### config.mk
export PLATFORM = sky130hd
export DESIGN_NAME = flconv_seq
export DESIGN_NICKNAME = d
export VERILOG_FILES = /design/src/rtl/core/flconv_pkg.sv /design/src/rtl/core/flconv_seq.sv
export SDC_FILE = /design/constraint.sdc
export NUM_CORES = 1
export LEC_CHECK = 0
export BUFFER_PORTS_ARGS = -buffer_cell sky130_fd_sc_hd__buf_4
export CAP_MARGIN = 25
export CORE_MARGIN = 2
export CORE_UTILIZATION = 50
export CTS_CLUSTER_DIAMETER = 120
export DETAILED_ROUTE_END_ITERATION = 12
export PLACE_DENSITY = 0.77
export SYNTH_ARGS = -nofsm -noshare
export SYNTH_HDL_FRONTEND = slang
export SYNTH_SLANG_ARGS = --single-unit
### constraint.sdc
create_clock -name clock -period 3.5 [get_ports clock]
set_clock_uncertainty 0.1 [all_clocks]
set_input_delay 0.525 -clock clock [delete_from_list [all_inputs] [get_ports clock]]
set_output_delay 0.525 -clock clock [all_outputs]
set_load 0.02 [all_outputs]
### src/rtl/core/flconv_pkg.sv
// flconv_pkg: shared types and constants for the full linear convolution block
// no dependencies
`timescale 1ns / 1ps

package flconv_pkg;

   localparam int TAPS        = 4;
   localparam int SAMPLE_W    = 64;
   localparam int HALF_W      = SAMPLE_W / 2;
   localparam int ACC_W       = 2 * SAMPLE_W;
   localparam int TAP_W       = $clog2(TAPS + 1);
   localparam int WIN_D       = (TAPS > 1) ? TAPS - 1 : 1;
   localparam int HIST_IDX_W  = (TAPS > 1) ? $clog2(TAPS) : 1;
   localparam int TAP_COUNT_W = 3;
   localparam int CSR_INDEX_W = 8;
   localparam int CSR_DATA_W  = 64;

   localparam logic [TAP_COUNT_W-1:0] TAP_COUNT_RESET = 3'd4;

   // register indexes
   localparam logic [CSR_INDEX_W-1:0] CSR_TAP_COUNT = 8'd0;
   localparam logic [CSR_INDEX_W-1:0] CSR_COEF_0    = 8'd1;

   typedef struct packed {
      logic [SAMPLE_W-1:0] sample;
      logic                last_sample;
   } req_type;

   typedef struct packed {
      logic [SAMPLE_W-1:0] sum_hi;
      logic [SAMPLE_W-1:0] sum_lo;
      logic                last_result;
   } rsp_type;

   // transaction travelling along the row of cells
   typedef struct packed {
      logic                          last;
      logic [ACC_W-1:0]              acc;
      logic [TAPS-1:0][SAMPLE_W-1:0] ops;
   } tok_type;

endpackage

### src/rtl/core/flconv_seq.sv
// flconv_seq: sample window and flush sequencer feeding the cell row
// depends on flconv_pkg
`timescale 1ns / 1ps

module flconv_seq import flconv_pkg::*; (
   input  logic             clock,
   input  logic             reset,
   input  logic [TAP_W-1:0] eff_tc,
   input  logic             req_valid,
   output logic             req_ready,
   input  req_type          req_data,
   output logic             tok_valid,
   input  logic             tok_ready,
   output tok_type          tok
);

   logic [WIN_D-1:0][SAMPLE_W-1:0] win_ff, win_in;
   logic                           flush_ff, flush_in;
   logic [TAP_W-1:0]               remain_ff, remain_in;

   logic [TAPS-1:0][SAMPLE_W-1:0]  hist;
   logic [SAMPLE_W-1:0]            cur_x;
   logic [TAP_W-1:0]               sel;
   logic                           fire;
   logic                           single;

   assign single    = (eff_tc == TAP_W'(1));
   assign cur_x     = flush_ff ? '0 : req_data.sample;
   assign tok_valid = flush_ff | req_valid;
   assign req_ready = ~flush_ff & tok_ready;
   assign fire      = tok_valid & tok_ready;

   always_comb begin
      hist[0] = cur_x;
      for (int i = 1; i < TAPS; i++) begin
         hist[i] = win_ff[i-1];
      end
      tok.acc  = '0;
      tok.last = flush_ff ? (remain_ff == TAP_W'(1)) : (req_data.last_sample & single);
      sel      = '0;
      // coefficient k meets the sample tc-1-k steps back
      for (int k = 0; k < TAPS; k++) begin
         sel = eff_tc - TAP_W'(1) - TAP_W'(k);
         if (TAP_W'(k) < eff_tc) begin
            tok.ops[k] = hist[sel[HIST_IDX_W-1:0]];
         end else begin
            tok.ops[k] = '0;
         end
      end
   end

   always_comb begin
      win_in    = win_ff;
      flush_in  = flush_ff;
      remain_in = remain_ff;
      if (fire) begin
         if (tok.last) begin
            win_in = '0;
         end else begin
            win_in[0] = cur_x;
            for (int i = 1; i < WIN_D; i++) begin
               win_in[i] = win_ff[i-1];
            end
         end
         if (flush_ff) begin
            remain_in = remain_ff - TAP_W'(1);
            if (remain_ff == TAP_W'(1)) begin
               flush_in = 1'b0;
            end
         end else if (req_data.last_sample && !single) begin
            flush_in  = 1'b1;
            remain_in = eff_tc - TAP_W'(1);
         end
      end
   end

   always_ff @(posedge clock) begin
      if (reset) begin
         win_ff    <= '0;
         flush_ff  <= 1'b0;
         remain_ff <= '0;
      end else begin
         win_ff    <= win_in;
         flush_ff  <= flush_in;
         remain_ff <= remain_in;
      end
   end

endmodule

==> metrics.yaml <==
die_w_um: 185
power_leakage_uw: 0.00748
ys_seq_elements: 196
pin_count: 459
fillCellCount: 2768
finalSetupViolCount: 0
async_flop_share_pct: 0
start_util_pct: 50.5
cts_tree: "yes"
firstDrtPassIters: 5
ir_worst_vdd_mv: 0.346
dp_slack_ns: 0.351
end_kind: "output port"
power.internal_uw: 4250
ant_nets: 0
max-cap-violations: 0
die_area_mm2: 0.0343
hp-class: "input port to flop"
fin_crit_ns: 3.22
cts-root-buf: "clkbuf_16"
slowest_delay_ns: 0.99
crit_start: "flush_ff"
multiInputGateArea_mm2: 0.0112
swShare_pct: 33.9
syn_to_final_growth_pct: 17.8
seq_area_mm2: 0.00393
grt_pass1_vias: 13063
layout_common_cells: "343 x buf_4, 257 x nor2b_1, 256 x mux4_2, 196 x a21oi_1, 195 x dfxtp_1"
hold_viol_final: 0
fp.dieH_um: 185
status: "complete, no violations"
fp.coreArea_mm2: 0.0325
synth_cells: 1695
layout_commonest_cell: "buf_4"
r2r_cells: 6
final.setup.tns_ns: 0
min_period_over_period_pct: 92.1
yosys_most_used_dff: "dfxtp_1"
p_seq_share_pct: 37.1
ys_types: 32
grt_usage_pct: 24.9
cp_max_fo: 67
p_sw_uw: 2180
viasPerCell: 5.97
synth_top_area_share_pct: 35.2
cts_inserted_buffers: 17
crit_chain: "nor2b_1, mux4_2, nor2b_1, buf_4"
nets: 1978
power_frac_clock_pct: 31.1
routed_wl_um: 43700
slew_viol_final: 0
dp_hpwl_um: 28700
fin_ws_ns: 0.276
synth_top_cell_by_area: "mux4_2"
routabilityCongestion: 0.822
syn_area_mm2: 0.0164
htree_levels: 4
grt_setup_unrepaired: "false"
synthTopCellsByArea: "mux4_2 35%, dfxtp_1 24%, nor2b_1 9.8%"
post-route-drc-count: 0
yosysSeqAreaShare_pct: 23.9
max_freq_ghz: 0.310
power_density_mw_per_mm2: 333
cts_resized: 0
share_comb_of_total_power_pct: 31.9
cp.depth: 4
tightest_slew_ns: 0.953
worstPathArrival_ns: 2.60
synth_edf_count: 0
path_clk_slew_ns: 0.07
grt-ovfl-total: 0
first_iter_violations: 1239
clock_path_buffers: 2
relSlewSlack_pct: 36.5
r2r-end: "hist[193]"
crit_path_end: "tok[4]"
antenna_found_initial: 1
grt_pass1_wl_um: 68400
numPortBuffers: 330
criticalPathCategory: "flop to output port"
ff2ff_setup_slack_ns: 0.96
worstPathRequired_ns: 2.87
clkLatencyLatePin_ns: 0.43
grt_max_degree: 111
worstSetupStartpointType: "flop"
avgSynthCellArea_um2: 9.67
ys_warn_count: 0
routedWlPerCell_um: 18.5
vias: 14084
cts_hold_buf: 0
slowest_stage: "dfxtp_4"
holdPathStages: 2
drive_above_1_share_pct: 34.6
postCtsSetupBuffers: 0
numClockSinks: 196
reg2reg_from: "flush_ff"
num_rows: 66
cp_num_buf_inv: 1
cpLargestDelayFamily: "flip-flops"
crit_top_cell: "nor2b_1"
-- per-layer routing --
| layer | part of all wire (%) | track usage, % |
|---|---|---|
| met5 | 0 | 0 |
| met4 | 2.9 | 9.71 |
| met3 | 7.5 | 4.09 |
| met2 | 51 | 41.9 |
| met1 | 38 | 32.3 |
-- sequential cells by signal, summed over array words and instances (netlist names) --
register   count
hist         192
remain_ff      3
flush_ff       1
-- worst register-to-register path: stages (launching register included) --
cell and delay, ns:
dfxtp_4 0.99, buf_4 0.29, nor4bb_1 0.09, a21oi_4 0.27, buf_4 0.43, nand3_1 0.16, a21oi_1 0.15
-- power by group through the flow --
| stage | Combinational (µW) | Clock, µW | Sequential, µW |
|---|---|---|---|
| after CTS | 2050 | 2050 | 2380 |
| after global routing | 2180 | 2160 | 2390 |
| after detailed placement | 2050 | 0 | 2430 |
| final | 2050 | 2000 | 2380 |
| after floorplan | 1570 | 0 | 2390 |
| after global placement | 2010 | 0 | 2420 |
-- how the worst min path moves through the flow --
| stage | start | endpoint | slack [ns] |
|---|---|---|---|
| after floorplan | remain_ff[1] | remain_ff[1] | 0.35 |
| after global placement | remain_ff[1] | remain_ff[1] | 0.36 |
| after detailed placement | remain_ff[1] | remain_ff[1] | 0.37 |
| after CTS | tok_ready | flush_ff | 0.30 |
| after global routing | tok_ready | flush_ff | 0.31 |
| final | tok_ready | flush_ff | 0.33 |
-- cell usage after synthesis (2+ instances only) --
| cell | count |
|---|---|
| a21oi_1 | 196 |
| a21oi_2 | 2 |
| dfxtp_1 | 196 |
| o21ai_0 | 4 |
| nor2b_1 | 257 |
| clkbuf_1 | 72 |
| buf_4 | 139 |
| nor2_1 | 2 |
| mux4_2 | 256 |
| ha_1 | 4 |
| buf_1 | 5 |
| and2_1 | 64 |
| buf_2 | 87 |
| nand3_1 | 194 |
| inv_1 | 6 |
| nand2_1 | 195 |
-- per-stage QoR --
stage	instances	utilization (%)	total power [µW]	cell area, µm²	hold slack, ns
floorplan	1822	-	3960	16900	0.350
global placement	2324	57.6	4440	18700	0.364
detailed placement	2325	57.6	4480	18700	0.370
CTS	2357	59.5	6480	19300	0.304
global route	2358	59.5	6730	19300	0.313
finish	2358	59.5	6430	19300	0.332
-- layout make-up --
cell class	instances	area share, %
Clock buffer	18	2.22
Timing Repair Buffer	365	15.6
Antenna cell	1	0.0130
Inverter	7	0.162
Tap cell	442	2.86
Sequential cell	196	20.3
Multi-Input combinational cell	1315	58.0
Clock inverter	14	0.868
-- cell families (layout without fill, tap and decap cells) --
group / after synthesis / in the layout / share of synthesized area (%)
mux: 257 / 257 / 35.2
fa+ha+maj: 4 / 4 / 0.305
xor+xnor: 1 / 1 / 0.0534
compound gates: 208 / 208 / 6.50
flops: 196 / 196 / 23.9
simple gates: 717 / 717 / 23.0
other cells: 1 / 129 / 0.0229
buf+inv: 311 / 404 / 11.0
(Power assumes the default switching activity.)
